<file path="src/hw/rtl/nalsp_pkg.sv">
// Shared types and constants for the Annex B NAL unit splitter.
// Used by nalsp_front, nalsp_queue, nalsp_back and the top level.
package nalsp_pkg;

    localparam logic [4:0] NAL_TYPE_MASK  = 5'h1f;
    localparam logic [4:0] NAL_TYPE_AUD   = 5'h09;
    localparam logic [7:0] BYTE_ZERO      = 8'h00;
    localparam logic [7:0] BYTE_START     = 8'h01;
    localparam int         WORDS_PER_ITEM = 4;
    localparam int         QUEUE_DEPTH    = 4;

    // Up to four output words produced by one input byte, all of one unit.
    typedef struct packed {
        logic [WORDS_PER_ITEM-1:0][7:0] bytes;
        logic [1:0]                     last_idx;
        logic                           first;
        logic                           last;
        logic [4:0]                     unit_type;
    } entry_t;

endpackage

</file>
<file path="src/hw/rtl/annexb_nal_unit_splitter.sv">
// Annex B NAL unit splitter, top level.
// Instantiates nalsp_front, nalsp_queue and nalsp_back; uses nalsp_pkg.
//
// Input channel (s_*): one stream byte per handshake, s_end_of_stream on the
// final byte. Output channel (m_*): NAL payload bytes with start codes
// removed, header byte flagged first, final byte flagged last, and the
// unit's 5-bit type on every word.
// cfg_we/cfg_wdata write drop_delimiters (1 = drop access unit delimiters).
// A byte is held back until the following bytes show whether it ends its
// unit, so each word leaves after later input bytes. Words released by an
// accepted byte are written into the entry queue and then loaded into the
// back end's output register before they show on m_*. The front end takes
// one byte per cycle while the queue has room; the back end sends one word
// per cycle while m_ready is high. A byte releases up to four words, which
// the back end sends one at a time; the entry queue absorbs such bursts.
// Reset: drop_delimiters = 1, parser searching for a start code, queue and
// output empty. When m_ready is low the output word holds, the queue fills,
// and s_ready drops once the queue is full.
module annexb_nal_unit_splitter #(
    parameter int QUEUE_DEPTH = nalsp_pkg::QUEUE_DEPTH
) (
    input  logic       aclk,
    input  logic       aresetn,
    input  logic       cfg_we,
    input  logic       cfg_wdata,
    input  logic       s_valid,
    output logic       s_ready,
    input  logic [7:0] s_in_byte,
    input  logic       s_end_of_stream,
    output logic       m_valid,
    input  logic       m_ready,
    output logic [7:0] m_nal_byte,
    output logic       m_first_of_unit,
    output logic       m_last_of_unit,
    output logic [4:0] m_unit_type
);

    logic              push_valid;
    logic              push_ready;
    nalsp_pkg::entry_t push_entry;
    logic              pop_valid;
    logic              pop;
    nalsp_pkg::entry_t pop_entry;

    nalsp_front u_front (
        .aclk            (aclk),
        .aresetn         (aresetn),
        .cfg_we          (cfg_we),
        .cfg_wdata       (cfg_wdata),
        .s_valid         (s_valid),
        .s_ready         (s_ready),
        .s_in_byte       (s_in_byte),
        .s_end_of_stream (s_end_of_stream),
        .push_valid      (push_valid),
        .push_ready      (push_ready),
        .push_entry      (push_entry)
    );

    nalsp_queue #(
        .DEPTH (QUEUE_DEPTH)
    ) u_queue (
        .aclk       (aclk),
        .aresetn    (aresetn),
        .push_valid (push_valid),
        .push_ready (push_ready),
        .push_entry (push_entry),
        .pop_valid  (pop_valid),
        .pop        (pop),
        .pop_entry  (pop_entry)
    );

    nalsp_back u_back (
        .aclk            (aclk),
        .aresetn         (aresetn),
        .pop_valid       (pop_valid),
        .pop             (pop),
        .pop_entry       (pop_entry),
        .m_valid         (m_valid),
        .m_ready         (m_ready),
        .m_nal_byte      (m_nal_byte),
        .m_first_of_unit (m_first_of_unit),
        .m_last_of_unit  (m_last_of_unit),
        .m_unit_type     (m_unit_type)
    );

endmodule

</file>
<file path="src/hw/rtl/nalsp_front.sv">
// Front end: accepts stream bytes, tracks start codes and the open unit,
// and packs the words each byte releases into one queue entry. Uses nalsp_pkg.
module nalsp_front (
    input  logic                aclk,
    input  logic                aresetn,
    input  logic                cfg_we,
    input  logic                cfg_wdata,
    input  logic                s_valid,
    output logic                s_ready,
    input  logic [7:0]          s_in_byte,
    input  logic                s_end_of_stream,
    output logic                push_valid,
    input  logic                push_ready,
    output nalsp_pkg::entry_t   push_entry
);

    logic       drop_reg;
    logic [1:0] lc_reg, lc_next;
    logic       pv_reg, pv_next;
    logic [7:0] pb_reg, pb_next;
    logic       ins_reg, ins_next;
    logic       hdr_reg, hdr_next;
    logic [4:0] ty_reg, ty_next;
    logic       sp_reg, sp_next;
    logic [2:0] n;
    logic       accept;

    assign s_ready    = push_ready;
    assign accept     = s_valid & s_ready;
    assign push_valid = accept & (n != 3'd0);

    always_comb begin
        logic [7:0] pbyte;
        lc_next    = lc_reg;
        pv_next    = pv_reg;
        pb_next    = pb_reg;
        ins_next   = ins_reg;
        hdr_next   = hdr_reg;
        ty_next    = ty_reg;
        sp_next    = sp_reg;
        n          = 3'd0;
        push_entry = '0;
        pbyte      = nalsp_pkg::BYTE_ZERO;

        if (s_in_byte == nalsp_pkg::BYTE_ZERO) begin
            if (lc_reg < 2'd2) begin
                lc_next = lc_reg + 2'd1;
            end else if (lc_reg == 2'd2) begin
                lc_next = 2'd3;
                // three zeros: close the open unit
                if (ins_next && pv_next) begin
                    if (!sp_next) begin
                        push_entry.bytes[n[1:0]] = pb_next;
                        if (n == 3'd0) push_entry.first = hdr_next;
                        push_entry.last = 1'b1;
                        n = n + 3'd1;
                    end
                    hdr_next = 1'b0;
                end
                ins_next = 1'b0;
                pv_next  = 1'b0;
                pb_next  = nalsp_pkg::BYTE_ZERO;
            end
        end else if (s_in_byte == nalsp_pkg::BYTE_START && lc_reg >= 2'd2) begin
            if (ins_next && pv_next) begin
                if (!sp_next) begin
                    push_entry.bytes[n[1:0]] = pb_next;
                    if (n == 3'd0) push_entry.first = hdr_next;
                    push_entry.last = 1'b1;
                    n = n + 3'd1;
                end
                hdr_next = 1'b0;
            end
            pv_next  = 1'b0;
            pb_next  = nalsp_pkg::BYTE_ZERO;
            ins_next = 1'b1;
            hdr_next = 1'b1;
            sp_next  = 1'b0;
            lc_next  = 2'd0;
        end else begin
            if (lc_reg != 2'd3) begin
                // held zeros first, then this byte
                for (int j = 0; j < 3; j++) begin
                    if (2'(j) <= lc_reg) begin
                        pbyte = (2'(j) == lc_reg) ? s_in_byte : nalsp_pkg::BYTE_ZERO;
                        if (ins_next) begin
                            if (pv_next) begin
                                if (!sp_next) begin
                                    push_entry.bytes[n[1:0]] = pb_next;
                                    if (n == 3'd0) push_entry.first = hdr_next;
                                    n = n + 3'd1;
                                end
                                hdr_next = 1'b0;
                            end else begin
                                ty_next = pbyte[4:0] & nalsp_pkg::NAL_TYPE_MASK;
                                sp_next = drop_reg && (ty_next == nalsp_pkg::NAL_TYPE_AUD);
                            end
                            pb_next = pbyte;
                            pv_next = 1'b1;
                        end
                    end
                end
            end
            lc_next = 2'd0;
        end

        if (s_end_of_stream) begin
            if (ins_next && pv_next) begin
                if (!sp_next) begin
                    push_entry.bytes[n[1:0]] = pb_next;
                    if (n == 3'd0) push_entry.first = hdr_next;
                    push_entry.last = 1'b1;
                    n = n + 3'd1;
                end
                hdr_next = 1'b0;
            end
        end

        push_entry.unit_type = ty_next;
        push_entry.last_idx  = 2'(n - 3'd1);

        if (s_end_of_stream) begin
            lc_next  = 2'd0;
            pv_next  = 1'b0;
            pb_next  = nalsp_pkg::BYTE_ZERO;
            ins_next = 1'b0;
            hdr_next = 1'b0;
            ty_next  = 5'd0;
            sp_next  = 1'b0;
        end
    end

    always_ff @(posedge aclk) begin
        if (!aresetn) begin
            drop_reg <= 1'b1;
            lc_reg   <= 2'd0;
            pv_reg   <= 1'b0;
            pb_reg   <= nalsp_pkg::BYTE_ZERO;
            ins_reg  <= 1'b0;
            hdr_reg  <= 1'b0;
            ty_reg   <= 5'd0;
            sp_reg   <= 1'b0;
        end else begin
            if (cfg_we) begin
                drop_reg <= cfg_wdata;
            end
            if (accept) begin
                lc_reg  <= lc_next;
                pv_reg  <= pv_next;
                pb_reg  <= pb_next;
                ins_reg <= ins_next;
                hdr_reg <= hdr_next;
                ty_reg  <= ty_next;
                sp_reg  <= sp_next;
            end
        end
    end

    // a start code never leaves a held zero behind
    assert property (@(posedge aclk) disable iff (!aresetn)
        accept && s_in_byte == nalsp_pkg::BYTE_START && lc_reg >= 2'd2 |=> lc_reg == 2'd0)
        else $error("lookahead not cleared after start code");

    // a held payload byte only exists inside an open unit
    assert property (@(posedge aclk) disable iff (!aresetn)
        pv_reg |-> ins_reg)
        else $error("held byte outside a unit");

endmodule

</file>
<file path="src/hw/rtl/nalsp_queue.sv">
// Small entry queue between the parser front end and the output serializer.
// Flop array, depth a power of two of at least 2. Uses nalsp_pkg.
module nalsp_queue #(
    parameter int DEPTH = nalsp_pkg::QUEUE_DEPTH
) (
    input  logic                aclk,
    input  logic                aresetn,
    input  logic                push_valid,
    output logic                push_ready,
    input  nalsp_pkg::entry_t   push_entry,
    output logic                pop_valid,
    input  logic                pop,
    output nalsp_pkg::entry_t   pop_entry
);

    localparam int AW = $clog2(DEPTH);

    nalsp_pkg::entry_t mem_reg [DEPTH];
    logic [AW-1:0]     wr_ptr_reg;
    logic [AW-1:0]     rd_ptr_reg;
    logic [AW:0]       count_reg;
    logic              do_push;
    logic              do_pop;

    assign push_ready = (count_reg != (AW+1)'(DEPTH));
    assign pop_valid  = (count_reg != '0);
    assign pop_entry  = mem_reg[rd_ptr_reg];
    assign do_push    = push_valid & push_ready;
    assign do_pop     = pop & pop_valid;

    always_ff @(posedge aclk) begin
        if (do_push) begin
            mem_reg[wr_ptr_reg] <= push_entry;
        end
    end

    always_ff @(posedge aclk) begin
        if (!aresetn) begin
            wr_ptr_reg <= '0;
            rd_ptr_reg <= '0;
            count_reg  <= '0;
        end else begin
            if (do_push) wr_ptr_reg <= wr_ptr_reg + AW'(1);
            if (do_pop)  rd_ptr_reg <= rd_ptr_reg + AW'(1);
            if (do_push && !do_pop) begin
                count_reg <= count_reg + (AW+1)'(1);
            end else if (!do_push && do_pop) begin
                count_reg <= count_reg - (AW+1)'(1);
            end
        end
    end

    assert property (@(posedge aclk) disable iff (!aresetn)
        count_reg <= (AW+1)'(DEPTH))
        else $error("queue overflow");

    assert property (@(posedge aclk) disable iff (!aresetn)
        count_reg == '0 |-> wr_ptr_reg == rd_ptr_reg)
        else $error("queue pointers diverged while empty");

endmodule

</file>
<file path="src/hw/rtl/nalsp_back.sv">
// Back end: unpacks queue entries into one output word per handshake.
// Uses nalsp_pkg.
module nalsp_back (
    input  logic                aclk,
    input  logic                aresetn,
    input  logic                pop_valid,
    output logic                pop,
    input  nalsp_pkg::entry_t   pop_entry,
    output logic                m_valid,
    input  logic                m_ready,
    output logic [7:0]          m_nal_byte,
    output logic                m_first_of_unit,
    output logic                m_last_of_unit,
    output logic [4:0]          m_unit_type
);

    nalsp_pkg::entry_t cur_reg;
    logic              cur_v_reg;
    logic [1:0]        idx_reg;
    logic              take;
    logic              done;
    logic              load;

    assign take = cur_v_reg & m_ready;
    assign done = take && (idx_reg == cur_reg.last_idx);
    assign load = pop_valid && (!cur_v_reg || done);
    assign pop  = load;

    assign m_valid         = cur_v_reg;
    assign m_nal_byte      = cur_reg.bytes[idx_reg];
    assign m_first_of_unit = cur_reg.first && (idx_reg == 2'd0);
    assign m_last_of_unit  = cur_reg.last && (idx_reg == cur_reg.last_idx);
    assign m_unit_type     = cur_reg.unit_type;

    always_ff @(posedge aclk) begin
        if (load) begin
            cur_reg <= pop_entry;
        end
    end

    always_ff @(posedge aclk) begin
        if (!aresetn) begin
            cur_v_reg <= 1'b0;
            idx_reg   <= 2'd0;
        end else if (load) begin
            cur_v_reg <= 1'b1;
            idx_reg   <= 2'd0;
        end else if (done) begin
            cur_v_reg <= 1'b0;
            idx_reg   <= 2'd0;
        end else if (take) begin
            idx_reg   <= idx_reg + 2'd1;
        end
    end

    assert property (@(posedge aclk) disable iff (!aresetn)
        cur_v_reg |-> idx_reg <= cur_reg.last_idx)
        else $error("word index past end of entry");

    assert property (@(posedge aclk) disable iff (!aresetn)
        take && !done |=> cur_v_reg && idx_reg == $past(idx_reg) + 2'd1)
        else $error("word index did not advance");

endmodule
</file>
<file path="config.mk">
export PLATFORM = sky130hd
export DESIGN_NAME = annexb_nal_unit_splitter
export DESIGN_NICKNAME = d
export VERILOG_FILES = /design/src/hw/rtl/nalsp_pkg.sv /design/src/hw/rtl/annexb_nal_unit_splitter.sv /design/src/hw/rtl/nalsp_front.sv /design/src/hw/rtl/nalsp_queue.sv /design/src/hw/rtl/nalsp_back.sv
export SDC_FILE = /design/constraint.sdc
export NUM_CORES = 1
export LEC_CHECK = 0
export BUFFER_PORTS_ARGS = -buffer_cell sky130_fd_sc_hd__buf_2
export CAP_MARGIN = 0
export CORE_MARGIN = 2
export CORE_UTILIZATION = 55
export CTS_CLUSTER_DIAMETER = 100
export DETAILED_ROUTE_END_ITERATION = 10
export PLACE_DENSITY_LB_ADDON = 0.25
export SYNTH_ARGS = -nofsm -noshare
export SYNTH_HDL_FRONTEND = slang
export SYNTH_SLANG_ARGS = --single-unit
</file>
<file path="constraint.sdc">
create_clock -name aclk -period 10.47 [get_ports aclk]
set_clock_uncertainty 0.05 [all_clocks]
set_input_delay 0.5235 -clock aclk [delete_from_list [all_inputs] [get_ports aclk]]
set_output_delay 0.5235 -clock aclk [all_outputs]
set_load 0.1 [all_outputs]
</file>
After elaboration in Yosys (flattened, before gate mapping)
Memory sizes are Yosys's and may differ from the RTL's. A register that Yosys moved wholly into a read port is not among the register bits.
Cells that the tools add are included.

operators by class
  add/subtract/negate cells = 10
  $lt $le $gt $ge = 12
  equal/unequal tests = 11
  multiplexer cells = 195
  bitwise gates (word level) = 6
  reductions and logical operators = 31

operators with widths
  cell                                                                                 count
  32-bit two-way mux                                                                   15
  8-bit two-way mux                                                                    37
  32-bit bitwise mux                                                                   3
  3-bit two-way mux                                                                    28
  1-bit two-way mux                                                                    81
  5-bit two-way mux                                                                    13
  8-bit demux with 2-bit select                                                        3
  24-bit two-way mux                                                                   2
  2-bit two-way mux                                                                    12
  8-bit binary-select mux with 2-bit select                                            1
  5-bit by 4-bit equality test with 1-bit output, second input constant                3
  1-bit logical AND                                                                    15
  3-bit by 1-bit adder with 3-bit output, second input constant                        4
  2-bit by 3-bit < comparator with 1-bit output, second input constant                 4
  3-bit zero test                                                                      3
  2-bit by 1-bit adder with 2-bit output, second input constant                        4
  8-bit by 1-bit equality test with 1-bit output, second input constant                1
  8-bit zero test                                                                      1
  2-bit by 1-bit greater-or-equal comparator with 1-bit output, second input constant  3
  3-bit nonzero test                                                                   2
  1-bit AND                                                                            5
  1-bit by 2-bit less-or-equal comparator with 1-bit output, first input constant      2
  2-bit zero test                                                                      2
  4-bit != test, second input constant                                                 1
  17 further kinds                                                                     20

storage, ports and cells
  flip-flop bits (word level) = 30
  memory bits (writable) = 164
  logic and storage cells = 279
  memories kept = 1

memories
  name             depth  width  read ports  clocked after Yosys merged registers in  write ports  RTL line           source
  u_queue.mem_reg  4      41     1           1                                        1            nalsp_queue.sv:18  nalsp_pkg::entry_t mem_reg [DEPTH];

Depth between registers and ports, before layout
Gate-level depths: netlist of the first run.

  depth after elaboration = 36
  depth in mapped cells = 22
  gate-level depth less buffers = 20

By module
Synthesis of the first run repeated with hierarchy kept, for this count alone.

unflattened totals
  cells, all modules = 598
  area total of the unflattened synthesis = 10064.7 um^2

modules (own cells, without submodules)
  module       times used  cells each  area each (um^2)
  nalsp_queue  1           263         6462.4
  nalsp_front  1           254         1931.9
  nalsp_back   1           81          1670.4

Worst setup path before layout of the first run
No wires, ideal clock.

  path kind = input -> register
  start = input port s_in_byte[0]
  end = memory u_queue.mem_reg[0][0] (netlist bit) (enable)
  setup time = 0.453 ns
  arrival = 5.141 ns
  data required time = 9.967 ns
  slack = 4.826 ns
  cell stages on the path = 16
  buffers on the path = 2
  cells stage by stage = clkbuf_1 > and4b_1 > nand4_1 > a21boi_0 > ha_1 > mux2i_1 > nor2b_1 > ha_1 > and3_1 > o21a_1 > inv_1 > ha_1 > mux2i_1 > ha_1 > clkbuf_1 > a21oi_1

on the way
  word-level cells in the longest chain between the ends = 33

RTL lines
  item                                            RTL line                        source
  start, declared                                 annexb_nal_unit_splitter.sv:28  input logic [7:0] s_in_byte,
  8-bit two-way mux                               nalsp_front.sv:85               pbyte = (2'(j) == lc_reg) ? s_in_byte : nalsp_pkg::BYTE_ZERO;
  5-bit by 4-bit equality test with 1-bit output  nalsp_front.sv:96               sp_next = drop_reg && (ty_next == nalsp_pkg::NAL_TYPE_AUD);
  1-bit logical AND                               nalsp_front.sv:96
  1-bit two-way mux                               nalsp_front.sv:87               if (pv_next) begin
  1-bit two-way mux                               nalsp_front.sv:86               if (ins_next) begin
  1-bit two-way mux                               nalsp_front.sv:84               if (2'(j) <= lc_reg) begin
  1-bit two-way mux                               nalsp_front.sv:81               if (lc_reg != 2'd3) begin
  1-bit two-way mux                               nalsp_front.sv:64               end else if (s_in_byte == nalsp_pkg::BYTE_START && lc_reg >= 2'd2) begin
  [17 not listed]                                 --
  3-bit two-way mux                               nalsp_front.sv:109              if (!sp_next) begin
  3-bit two-way mux                               nalsp_front.sv:108              if (ins_next && pv_next) begin
  3-bit two-way mux (*)                           nalsp_front.sv:107              if (s_end_of_stream) begin
  3-bit nonzero test (*)                          nalsp_front.sv:30               assign push_valid = accept & (n != 3'd0);
  1-bit AND (*)                                   nalsp_front.sv:30
  1-bit AND (*)                                   nalsp_queue.sv:28               assign do_push = push_valid & push_ready;
  1-bit two-way mux (*)                           nalsp_queue.sv:32               if (do_push) begin
  1-bit two-way mux (implied by the code) (*)     nalsp_queue.sv:33               mem_reg[wr_ptr_reg] <= push_entry;
  end, declared                                   nalsp_queue.sv:18

Mark *: on every way between the ends. The rest lies on a longest branch, timed or not. The select of a mux whose other input is x is not followed.

Worst setup path in the final report of the first run
  start = register u_front.lc_reg[1]
  end = register u_queue.count_reg[2]

on the way
  word-level cells in the longest chain between the ends = 35

RTL lines
  item                                            RTL line            source
  start, declared                                 nalsp_front.sv:18   logic [1:0] lc_reg, lc_next;
  start signal, assigned                          nalsp_front.sv:148  lc_reg <= lc_next;
  2-bit zero test                                 nalsp_front.sv:85
  8-bit two-way mux                               nalsp_front.sv:85
  5-bit by 4-bit equality test with 1-bit output  nalsp_front.sv:96
  1-bit logical AND                               nalsp_front.sv:96
  1-bit two-way mux                               nalsp_front.sv:87
  1-bit two-way mux                               nalsp_front.sv:86
  1-bit two-way mux                               nalsp_front.sv:84
  1-bit two-way mux                               nalsp_front.sv:81
  [20 not listed]                                 --
  3-bit two-way mux (*)                           nalsp_front.sv:107
  3-bit nonzero test (*)                          nalsp_front.sv:30
  1-bit AND (*)                                   nalsp_front.sv:30
  1-bit AND (*)                                   nalsp_queue.sv:28
  net u_queue.do_push                             nalsp_queue.sv:22   logic do_push;
  1-bit zero test                                 nalsp_queue.sv:47   end else if (!do_push && do_pop) begin
  1-bit logical AND                               nalsp_queue.sv:47
  2-bit nonzero test (no source line)             --
  end signal, assigned                            nalsp_queue.sv:46   count_reg <= count_reg + (AW+1)'(1);
  end signal, assigned                            nalsp_queue.sv:48   count_reg <= count_reg - (AW+1)'(1);
  end, declared                                   nalsp_queue.sv:21   logic [AW:0] count_reg;

The timed path passes the listed nets; every way through them passes the cells marked *. The select of a mux whose other input is x is not followed.
A chain may end at the register's enable or synchronous reset.

==> metrics, run 1 <==
outcome completed; number of cells in the finished layout apart from fillers 896; layout cell share with drive strength beyond 1 a little over a fifth; overall via count from detail_route between 5000 and 6000; half-perimeter wire length after detailed placement 12.7 mm; final-layout setup total negative slack 0 ps; wire length of the first global-routing pass 32.5 mm; total global routing track utilization a little over a fifth; post-DR wirelength/cell 22.8 microns; number of vias per cell after detailed routing around 6.2; post-CTS resize count 0; f_max ~0.17 GHz; proportion of power drawn by flip-flops and latches a little under half; path category of the worst min-delay check input port to flip-flop; Worst EP arrival roughly 6100 ps; Logic pwr share about 22%; fraction of power spent switching nets 30.3%; overall die area 0.0192 sq mm; area of the core 0.0179 sq mm; post-synthesis adder-cell area fraction 1.96%; total wirelength of the detailed-routed design about 20 mm; Post-Synth Simple-Gate Area 6.85%; die outline height about 140 microns; count of flip-flops with a built-in enable after synthesis around 210; library cells used by synthesis 63; synthesized instance count around 630; depth of the CTS H-tree 1; final core utilization between 60% and 70%; fraction of registers with async set or reset after synthesis 0%; Worst-Skew Late Latency roughly 500 ps; number of flip-flops and latches in the synthesized netlist about 240; Leak Pwr 0.00358 uW; Largest register FFs about 160; number of clock sinks between 200 and 250; clock transition at the registers of the reported paths approximately 60 ps; highest net fanout along the worst path 21; max cap viols 0; count of standard-cell rows ~50; share of the synthesized area in compound gates (AO/OA/AOI/OAI) 7.63%; number of setup buffers added after CTS 0; Port-buffer cells 31; Slew headroom a little under a tenth; Critical Path Sink Type flip-flop; synthesized area ~0.01 sq mm; RSZ-0062 raised after global routing no; kind of critical path flip-flop to flip-flop; CTS tree built; clock buffer depth 3; Clock Tree Root sky130_fd_sc_hd__clkbuf_16; I/O pins 32; weighted congestion reported at the end of routability-driven placement ~0.9; XOR/XNOR Fraction of Synth Area less than 1%; Hold Slack 186 ps; number of filler cells placed in the layout roughly 1300; dpl cells between 800 and 900; fraction of synthesized area in multiplexers about an eighth; starting utilization of the core area 55.7%; CTS buffer count 23; post-route minimum period 5730 ps; number of antenna repair diodes 0; Tightest Pin Transition roughly 1400 ps; number of buffers inserted by hold repair at cts 0; P_int approximately 1800 uW; area growth from synthesis to final layout 11.4%; Required @ worst endpoint about 11000 ps; Main synth FF type sky130_fd_sc_hd__edfxtp_1; switching power summed over all nets 781 uW; proportion of synthesized chip area in sequential cells between 60% and 70%; remaining number of nets flagged by the antenna check after routing 0; x dimension of the die approximately 140 microns; average cell area after synthesis 15.9 sq um; vias in the first global route between 5000 and 6000; Yosys warning total 0; number of remaining DRC errors 0; Final #Nets between 600 and 700; antenna violations before repair 0; total grt overflow 0; maximum resistive drop on vdd roughly 0.17 mV; largest family of logic cells by synthesized area multiplexers; final period utilization between 50% and 60%; Clock power frac about a third; maximum number of pins on one net before global-route repair 45; CP startpoint kind flip-flop; net count of the mapped netlist between 600 and 700; overall power about 2600 uW; Cell Pwr Density between 200 and 250 mW/mm^2; Pre-Repair DR Iteration Count 5; Final Setup Violations 0; Detailed Route Iter0 Violations between 400 and 500; endpoints failing hold 0; number of slew-limit violations in the final report 0
[Yosys cell counts (5+ instances only)]
| cell | number | share of area, % |
|---|---|---|
| sky130_fd_sc_hd__nand4_1 | 6 | 0.38 |
| sky130_fd_sc_hd__nand2_1 | 39 | 1.5 |
| sky130_fd_sc_hd__a21oi_1 | 24 | 1.2 |
| sky130_fd_sc_hd__edfxtp_1 | 205 | 62 |
| sky130_fd_sc_hd__a31oi_1 | 6 | 0.38 |
| sky130_fd_sc_hd__nor2b_1 | 5 | 0.31 |
| sky130_fd_sc_hd__mux4_2 | 49 | 11 |
| sky130_fd_sc_hd__nand3_1 | 8 | 0.40 |
| sky130_fd_sc_hd__ha_1 | 14 | 1.8 |
| sky130_fd_sc_hd__buf_4 | 5 | 0.38 |
| sky130_fd_sc_hd__buf_1 | 7 | 0.26 |
| sky130_fd_sc_hd__a22oi_1 | 13 | 0.98 |
| sky130_fd_sc_hd__dfxtp_1 | 30 | 6.0 |
| sky130_fd_sc_hd__nor2_1 | 52 | 2.0 |
| sky130_fd_sc_hd__mux2i_1 | 10 | 1.0 |
| sky130_fd_sc_hd__inv_1 | 21 | 0.79 |
| sky130_fd_sc_hd__a2bb2oi_1 | 5 | 0.44 |
| sky130_fd_sc_hd__clkbuf_1 | 23 | 0.87 |
| sky130_fd_sc_hd__o21ai_0 | 8 | 0.40 |
| sky130_fd_sc_hd__xnor2_1 | 6 | 0.53 |
| sky130_fd_sc_hd__a22o_1 | 10 | 0.88 |
| sky130_fd_sc_hd__and2_1 | 5 | 0.31 |
[metal layers]
| metal | up-vias | track usage (%) | part of all wire [%] |
|---|---|---|---|
| met4 | 0 | 5.53 | 2.0 |
| met3 | 33 | 3.80 | 5.5 |
| met2 | 169 | 36.8 | 50 |
| met1 | 2851 | 30.0 | 43 |
| met5 | - | 0 | 0 |
| li1 | 2488 | - | - |
[cells in the final DEF (no fill, tap or decap), drive strengths merged, types with 4 or more instances in the layout]
master,Yosys,final
nand3,8,8
nand2,39,39
mux4,49,49
ha,14,14
and2,5,5
xnor2,6,6
a21oi,24,24
a31oi,6,6
dfxtp,30,30
inv,22,23
clkbuf,23,31
mux2i,10,10
nor4,4,4
edfxtp,205,205
a22o,10,10
a2bb2oi,5,5
nand4,6,6
nor2b,5,5
nor2,52,52
clkinv,1,7
a21boi,4,4
o21a,4,4
a21o,4,4
or3,4,4
o21ai,8,8
a22oi,13,13
and3,4,4
buf,17,38
nor3,5,5
[power by group through the flow]
| stage | logic [uW] | clock network, uW | registers, uW |
|---|---|---|---|
| global placement | 554 | 0 | 1220 |
| CTS | 564 | 837 | 1200 |
| floorplan | 478 | 0 | 1190 |
| finish | 557 | 825 | 1200 |
| global route | 585 | 877 | 1210 |
| detailed placement | 561 | 0 | 1220 |
[area by class of cell]
class	count	area, sq um	area share [%]
Inverter	23	86.3	0.778
Multi-Input combinational cell	329	3000	27.0
Clock buffer	31	636	5.73
Clock inverter	11	130	1.17
Timing Repair Buffer	38	208	1.87
Tap cell	229	287	2.58
Sequential cell	235	6760	60.9
[worst paths after layout]
| check | startpoint | end | slack (ps) | cells past startpoint |
|---|---|---|---|---|
| setup reg to reg | u_front.lc_reg[1] | u_queue.count_reg[2] | 4740 | 19 |
| hold / removal | cfg_wdata | u_front.drop_reg | 190 | 3 |
| hold reg to reg | u_front.hdr_reg | u_front.hdr_reg | 420 | 2 |
| setup / recovery | u_front.lc_reg[1] | u_queue.count_reg[2] | 4740 | 19 |
[critical path: stages, from the launching register on]
cell and delay, ps:
sky130_fd_sc_hd__dfxtp_1 550, sky130_fd_sc_hd__nor2_1 670, sky130_fd_sc_hd__nand4_1 310, sky130_fd_sc_hd__a21boi_0 220
sky130_fd_sc_hd__ha_1 330, sky130_fd_sc_hd__mux2i_1 160, sky130_fd_sc_hd__nor2b_1 90, sky130_fd_sc_hd__ha_1 270
sky130_fd_sc_hd__and3_1 140, sky130_fd_sc_hd__o21a_1 180, sky130_fd_sc_hd__ha_1 200, sky130_fd_sc_hd__o211ai_2 280
sky130_fd_sc_hd__xnor2_1 960, sky130_fd_sc_hd__a21oi_1 190, sky130_fd_sc_hd__ha_1 260, sky130_fd_sc_hd__inv_1 90
sky130_fd_sc_hd__fa_1 190, sky130_fd_sc_hd__xor2_1 80, sky130_fd_sc_hd__or3_1 300, sky130_fd_sc_hd__a21oi_1 130
[stage by stage]
stage,setup WS (ps),area (sq um)
detailed placement,4730,10300
floorplan,4830,9970
finish,4740,11100
global route,4350,11100
CTS,4700,11100
global placement,5010,10300
[logic make-up after synthesis]
group,after synthesis
DFF,235
adders and majority gates,15
xor gates and xnor gates,9
and+or+nand+nor,143
buffers and inverters,63
muxes,61
AOI/OAI and AO/OA,101
Note: power is estimated with default switching activity, not from simulation.
==> run 2, diff against run 1 <==
ABC_AREA = 1   (was unset)
clock period = 5.8 ns   (was 10.47 ns; I/O delays follow)
==> run 2 against run 1 <==
  * Area after synthesis rose by 3.9%
  * Via count rose by 30%
  * Highest routed layer unchanged
  * Sequential power rose by 82%
  * Critical path type unchanged
  * Routed wire length rose by 11%
  * Critical endpoint unchanged
  * Die area rose by 3.8%
  * Synthesized cell count rose by 56%
  * Largest power group unchanged
  * Combinational power rose to 2.6 times the previous value
==> metrics, run 2 <==
outcome completed; slowest stage cell on the critical path sky130_fd_sc_hd__fa_1; total wirelength of the detailed-routed design 22.6 mm (+11%); cell type with the largest total area after synthesis sky130_fd_sc_hd__edfxtp_1; synthesized area 0.0104 sq mm (+3.9%); Leak Pwr 0.00425 uW (+18%); max cap viols 0 (unchanged); CTS tree built; Worst-Skew Late Latency 510 ps (about the same); total grt overflow 0 (unchanged); total global routing track utilization 22.9% (+1.2 points); f_max 0.213 GHz (+22%); number of vias per cell after detailed routing 5.74 (-7.2%); switching power summed over all nets 1850 uW (+140%); library cells used by synthesis 42 (-33%); top library cells by usage in the layout, fill and taps aside 205 x sky130_fd_sc_hd__edfxtp_1, 158 x sky130_fd_sc_hd__nor2_1, 142 x sky130_fd_sc_hd__o21ai_0, 127 x sky130_fd_sc_hd__nand2_1, 73 x sky130_fd_sc_hd__inv_1; antenna violations before repair 0 (unchanged); number of filler cells placed in the layout 1488 (+13%); Cell Pwr Density 442 mW/mm^2 (+90%); overall die area 0.0199 sq mm (+3.8%); Clock power frac 28.2% (-3.8 points); Port-buffer cells 31 (unchanged); largest family of logic cells by synthesized area compound AO/OA/AOI/OAI gates; CP startpoint kind flip-flop; CTS buffer count 24 (+4.3%); area growth from synthesis to final layout 10.8%; half-perimeter wire length after detailed placement 13.7 mm (+7.2%); synthesized instance count 981 (+56%); top cells by area in the synthesized netlist sky130_fd_sc_hd__edfxtp_1 59%, sky130_fd_sc_hd__o21ai_0 6.9%, sky130_fd_sc_hd__nor2_1 5.9%; number of antenna repair diodes 0 (unchanged); kind of critical path flip-flop to flip-flop; vias in the first global route 6798 (+18%); Critical Path Sink Type flip-flop; weighted congestion reported at the end of routability-driven placement 0.904 (-0.88%); proportion of power drawn by flip-flops and latches 43.0% (-3.4 points); wire length of the first global-routing pass 35.9 mm (+10%); post-route minimum period 4680 ps (-1040 ps); share of the synthesized area in compound gates (AO/OA/AOI/OAI) 13.8% (+6.1 points); number of clock sinks 235 (unchanged); final-layout setup total negative slack 0 ps (unchanged); crit-path max cell delay 440 ps (-520 ps); post-synth top area share 59.4% (-2.3 points); XOR/XNOR Fraction of Synth Area 0.338% (-0.45 points); number of flip-flops and latches in the synthesized netlist 235 (unchanged); clock buffer depth 3 (unchanged); sequential cell area 0.00676 sq mm (about the same); x dimension of the die 141 microns (+1.9%); number of slew-limit violations in the final report 0 (unchanged); highest net fanout along the worst path 9 (-57%); endpoints failing hold 0 (unchanged); Main synth FF type sky130_fd_sc_hd__edfxtp_1; overall via count from detail_route 7192 (+30%); placement-stage cell area 0.0107 sq mm (+3.7%); fraction of registers with async set or reset after synthesis 0% (unchanged); Logic pwr share 28.8% (+7.2 points); net count of the mapped netlist 1011 (+54%); number of remaining DRC errors 0 (unchanged); I/O pins 32 (unchanged); fraction of power spent switching nets 36.5% (+6.2 points); fraction of synthesized area in multiplexers 0% (-12 points); post-DR wirelength/cell 18.1 microns (-21%); clock transition at the registers of the reported paths 60 ps (about the same); Required @ worst endpoint 6140 ps (-4720 ps); path category of the worst min-delay check input port to flip-flop; Pre-Repair DR Iteration Count 8 (+3); starting utilization of the core area 55.7% (about the same); most common cell in the synthesized netlist sky130_fd_sc_hd__edfxtp_1; commonest non-fill, non-tap cell in the layout sky130_fd_sc_hd__edfxtp_1; remaining number of nets flagged by the antenna check after routing 0 (unchanged); Worst EP arrival 5020 ps (-1090 ps); Final #Nets 1033 (+52%); Post-Synth Simple-Gate Area 13.7% (+6.8 points); layout cell share with drive strength beyond 1 11.1% (-9.9 points); die outline height 141 microns (+1.9%); commonest cells in the synthesized netlist 205 x sky130_fd_sc_hd__edfxtp_1, 163 x sky130_fd_sc_hd__nor2_1, 142 x sky130_fd_sc_hd__o21ai_0, 127 x sky130_fd_sc_hd__nand2_1, 74 x sky130_fd_sc_hd__inv_1; maximum resistive drop on vdd 0.335 mV (+93%); area taken by multi-input logic gates 0.00311 sq mm (+3.6%); Largest register FFs 164 (unchanged); area of the core 0.0186 sq mm (+3.8%); Detailed Route Iter0 Violations 696 (+41%); average cell area after synthesis 10.6 sq um (-34%); maximum number of pins on one net before global-route repair 85 (+89%); count of standard-cell rows 50 (+2.0%); Clock Tree Root sky130_fd_sc_hd__clkbuf_16; post-layout worst setup margin 1120 ps (-3630 ps); P_int 3220 uW (+79%); setup slack at placement 1170 ps (-3560 ps); count of flip-flops with a built-in enable after synthesis 205 (unchanged); Yosys warning total 0 (unchanged); Slew headroom 42.8% (+33 points); proportion of synthesized chip area in sequential cells 65.2% (-2.5 points); final period utilization 80.8% (+26 points); Final Setup Violations 0 (unchanged); post-route standard cell area excluding fillers 0.0115 sq mm (+3.4%); RSZ-0062 raised after global routing no; Tightest Pin Transition 859 ps (-495 ps); depth of the CTS H-tree 1 (unchanged); post-synthesis adder-cell area fraction 1.88% (-0.073 points)
run 2: changes by cell type in the layout (fill, tap and decap cells not counted), moves of 21 or more:
| cell | delta |
|---|---|
| sky130_fd_sc_hd__o21ai_0 | +134 |
| sky130_fd_sc_hd__nor2_1 | +107 |
| sky130_fd_sc_hd__nand2_1 | +88 |
| sky130_fd_sc_hd__o22ai_1 | +53 |
| sky130_fd_sc_hd__inv_1 | +52 |
| sky130_fd_sc_hd__mux4_2 | -49 |
| sky130_fd_sc_hd__a21oi_1 | +21 |
run 2: final timing paths:
path | endpoint | depth (start not counted) | slack, ps | from
worst max-delay path | u_queue.count_reg[2] | 27 | 1120 | u_front.lc_reg[1]
worst min-delay path | u_back.idx_reg[1] | 3 | 30 | m_ready
worst max register to register | u_queue.count_reg[2] | 27 | 1120 | u_front.lc_reg[1]
worst min register to register | u_front.ty_reg[3] | 2 | 410 | u_front.ty_reg[3]
run 2: worst max-delay path, delay by kind of cell, from the launching register on:
kind	cells	cell delay, ps
adders and majority gates	5	1330
DFF	1	420
and+or+nand+nor	10	1480
AOI/OAI and AO/OA	7	900
buffers and inverters	5	390
run 2: through the flow:
stage	total power [uW]	util (%)	hold WS, ps	instances
finish	5070	61.8	32.3	1253
global route	5290	61.8	44.8	1253
CTS	5090	61.8	13.4	1253
detailed placement	3670	57.7	410	1209
global placement	3640	57.7	401	1209
floorplan	3340	-	340	981
run 2: power by group through the flow:
stage	Combinational (uW)	Sequential [uW]	Clock, uW
6_report	1460	2180	1430
5_1_grt	1570	2200	1510
4_1_cts	1460	2180	1450
3_5_place_dp	1460	2220	0
3_3_place_gp	1430	2210	0
2_1_floorplan	1140	2210	0
run 2: logic make-up after synthesis:
| kind of cell | count (synthesis) |
|---|---|
| flops | 235 |
| xor+xnor | 4 |
| fa+ha+maj | 15 |
| compound gates | 260 |
| buf+inv | 130 |
| simple gates | 337 |
run 2: cell type report:
cell class                      instances  share of cell area, %
Inverter                               80                   2.62
Multi-Input combinational cell        616                   27.1
Clock inverter                         14                  0.850
Tap cell                              234                   2.55
Clock buffer                           28                   5.55
Timing Repair Buffer                   46                   2.49
Sequential cell                       235                   58.9
run 2: repair_timing:
item                      4_1_cts  5_1_grt
buffers inserted                0        0
hold endpoints to repair        1        0
gates resized for setup         0        0
hold buffers                    2        0
run 2: routing by layer:
metal / part of all wire [%] / vias up / GRT usage, % / routed length [microns]
met5: 0 / - / 0 / 0
met4: 1.7 / 0 / 6.84 / 380
met3: 6.5 / 30 / 2.62 / 1480
met2: 47 / 271 / 37.7 / 10700
met1: 45 / 3407 / 32.6 / 10100
li1: - / 3484 / - / -
==> run 3, diff against run 2 <==
clock period = 3.9 ns   (was 5.8 ns; I/O delays follow)
==> run 3 against run 2 <==
  * Routed wire length up 2.9%
  * Combinational power is 53% higher
  * Global-route usage rose by 0.70 points
  * Critical path type unchanged
  * Via count is 2.9% higher
  * Sequential share of layout area decreased by 2.0 points
  * Utilization is 2.2 points higher
  * Critical path depth down 3
  * Setup slack worse by 910 ps
  * Clock-buffer cell count increased by 5
  * Register-to-register slack lost 910 ps
  * Largest power group unchanged
==> metrics, run 3 (synthesis results as in run 2) <==
outcome completed; endpoints failing hold 0 (unchanged); die outline height 141 microns (unchanged); CP startpoint kind flip-flop; Tightest Pin Transition 969 ps (+110 ps); CTS buffer count 25 (+4.2%); Clock Tree Root sky130_fd_sc_hd__clkbuf_16; x dimension of the die 141 microns (unchanged); vias in the first global route 6960 (+2.4%); setup slack at placement -13.2 ps (-1180 ps); antenna violations before repair 0 (unchanged); count of standard-cell rows 50 (unchanged); Final #Nets 1061 (+2.7%); post-layout worst setup margin 201 ps (-914 ps); number of remaining DRC errors 0 (unchanged); number of vias per cell after detailed routing 5.76 (+0.42%); Leak Pwr 0.00436 uW (+2.7%); overall via count from detail_route 7401 (+2.9%); Worst-Skew Late Latency 510 ps (about the same); CTS tree built; Hold Slack 146 ps (+114 ps); overall die area 0.0199 sq mm (unchanged); overall power 7750 uW (+53%); number of antenna repair diodes 0 (unchanged); top library cells by usage in the layout, fill and taps aside 205 x sky130_fd_sc_hd__edfxtp_1, 157 x sky130_fd_sc_hd__nor2_1, 137 x sky130_fd_sc_hd__o21ai_0, 123 x sky130_fd_sc_hd__nand2_1, 68 x sky130_fd_sc_hd__inv_1; commonest non-fill, non-tap cell in the layout sky130_fd_sc_hd__edfxtp_1; Detailed Route Iter0 Violations 807 (+16%); cell depth of the worst flop-to-flop path 24 (-11%); Slew headroom 34.7% (-8.0 points); Worst EP arrival 4050 ps (-970 ps); Critical Path Sink Type flip-flop; Port-buffer cells 31 (unchanged); remaining number of nets flagged by the antenna check after routing 0 (unchanged); post-DR wirelength/cell 18.1 microns (+0.46%); clock buffer depth 3 (unchanged); maximum resistive drop on vdd 0.477 mV (+42%); Logic pwr share 28.7% (about the same); Largest register FFs 164 (unchanged); P_int 4940 uW (+53%); final period utilization 94.8% (+14 points); Pre-Repair DR Iteration Count 5 (-3); max cap viols 0 (unchanged); cell depth of the worst hold path 5 (+2); Final Setup Violations 0 (unchanged); half-perimeter wire length after detailed placement 13.9 mm (+1.5%); number of clock sinks 235 (unchanged); kind of critical path flip-flop to flip-flop; area growth from synthesis to final layout 14.7%; wire length of the first global-routing pass 37.2 mm (+3.5%); switching power summed over all nets 2800 uW (+51%); I/O pins 32 (unchanged); RSZ-0062 raised after global routing no; post-route minimum period 3700 ps (-986 ps); proportion of power drawn by flip-flops and latches 41.8% (-1.2 points); total grt overflow 0 (unchanged); total wirelength of the detailed-routed design 23.3 mm (+2.9%); layout cell share with drive strength beyond 1 15.0% (+4.0 points); total global routing track utilization 23.6% (+0.70 points); highest net fanout along the worst path 5 (-4); path category of the worst min-delay check input port to flip-flop; Required @ worst endpoint 4250 ps (-1890 ps); weighted congestion reported at the end of routability-driven placement 0.950 (+5.1%); Clock power frac 29.4% (+1.2 points); f_max 0.270 GHz (+27%); Cell Pwr Density 652 mW/mm^2 (+48%); final core utilization 63.9% (+2.2 points); area of the core 0.0186 sq mm (unchanged); clock transition at the registers of the reported paths 60 ps (about the same); fraction of power spent switching nets 36.2% (-0.31 points); maximum number of pins on one net before global-route repair 84 (-1.2%); starting utilization of the core area 55.7% (unchanged); number of slew-limit violations in the final report 0 (unchanged); register-to-register setup slack 200 ps (-910 ps); final-layout setup total negative slack 0 ps (unchanged); depth of the CTS H-tree 1 (unchanged)
run 3: cell count changes in the layout (fill, tap and decap cells not counted), moves of 4 or more:
cell	previous run	this run
sky130_fd_sc_hd__buf_4	12	33
sky130_fd_sc_hd__clkinv_2	7	3
sky130_fd_sc_hd__ha_1	14	10
sky130_fd_sc_hd__inv_1	73	68
sky130_fd_sc_hd__inv_2	6	11
sky130_fd_sc_hd__nand2_1	127	123
sky130_fd_sc_hd__o21ai_0	142	137
run 3: path summary, 6_finish.rpt:
| path | startpoint | to |
|---|---|---|
| max | u_front.lc_reg[1] | u_queue.count_reg[1] |
| max reg2reg | u_front.lc_reg[1] | u_queue.count_reg[1] |
| min | s_valid | u_front.ty_reg[3] |
| min reg2reg | u_front.ty_reg[3] | u_front.ty_reg[3] |
run 3: layer usage:
layer,wire length (microns),vias up,global-route usage (%)
met1,10000,3511,34.2
met2,11100,319,38.2
met4,344,0,6.53
met3,1830,25,2.89
li1,-,3546,-
met5,0,-,0
run 3: stage by stage:
step                cell area (sq um)  instances
floorplan                       10400        981
detailed placement              10900       1229
global route                    11900       1284
finish                          11900       1284
global placement                10900       1229
CTS                             11800       1280
run 3: layout make-up:
type / count / area, sq um
clock buffer: 33 / 676
clock inverter: 13 / 120
fill: 1439 / 6700
inverter: 80 / 300
multi-input combinational: 616 / 3200
sequential: 235 / 6760
tap: 234 / 293
timing repair buffer: 73 / 533
run 3: critical path: stages (launching register included):
cell                       delay [ps]
sky130_fd_sc_hd__dfxtp_2          330
sky130_fd_sc_hd__nor2_4           140
sky130_fd_sc_hd__nand2_2           80
sky130_fd_sc_hd__nor2_2           100
sky130_fd_sc_hd__nand2_1           60
sky130_fd_sc_hd__nand2_2           70
sky130_fd_sc_hd__inv_2             60
sky130_fd_sc_hd__ha_4             250
sky130_fd_sc_hd__inv_1             40
sky130_fd_sc_hd__o22ai_2          120
sky130_fd_sc_hd__ha_1             260
sky130_fd_sc_hd__o211ai_1         180
sky130_fd_sc_hd__o21ai_1          100
sky130_fd_sc_hd__nand2_2          130
sky130_fd_sc_hd__ha_4             210
sky130_fd_sc_hd__o21ai_1          120
sky130_fd_sc_hd__ha_2             210
sky130_fd_sc_hd__nand3_4          110
sky130_fd_sc_hd__nand2_4           80
sky130_fd_sc_hd__inv_1             40
sky130_fd_sc_hd__ha_1             170
sky130_fd_sc_hd__inv_2             80
sky130_fd_sc_hd__fa_2             440
sky130_fd_sc_hd__o21ai_2          110
sky130_fd_sc_hd__nor2_1            40
run 3: power groups by stage:
stage | Combinational [uW] | Clock [uW] | Sequential [uW]
global placement | 2170 | 0 | 3290
detailed placement | 2200 | 0 | 3290
global route | 2400 | 2410 | 3270
floorplan | 1700 | 0 | 3270
finish | 2230 | 2280 | 3240
CTS | 2220 | 2310 | 3240
run 3: what timing repair did:
action | 4_1_cts | 5_1_grt
cloned | 0 | 0
hold buffers | 5 | 0
buffers inserted | 0 | 4
resized for setup | 2 | 22
hold endpoints to repair | 11 | 0
setup endpoints to repair | 2 | 3
pin swaps | 0 | 12
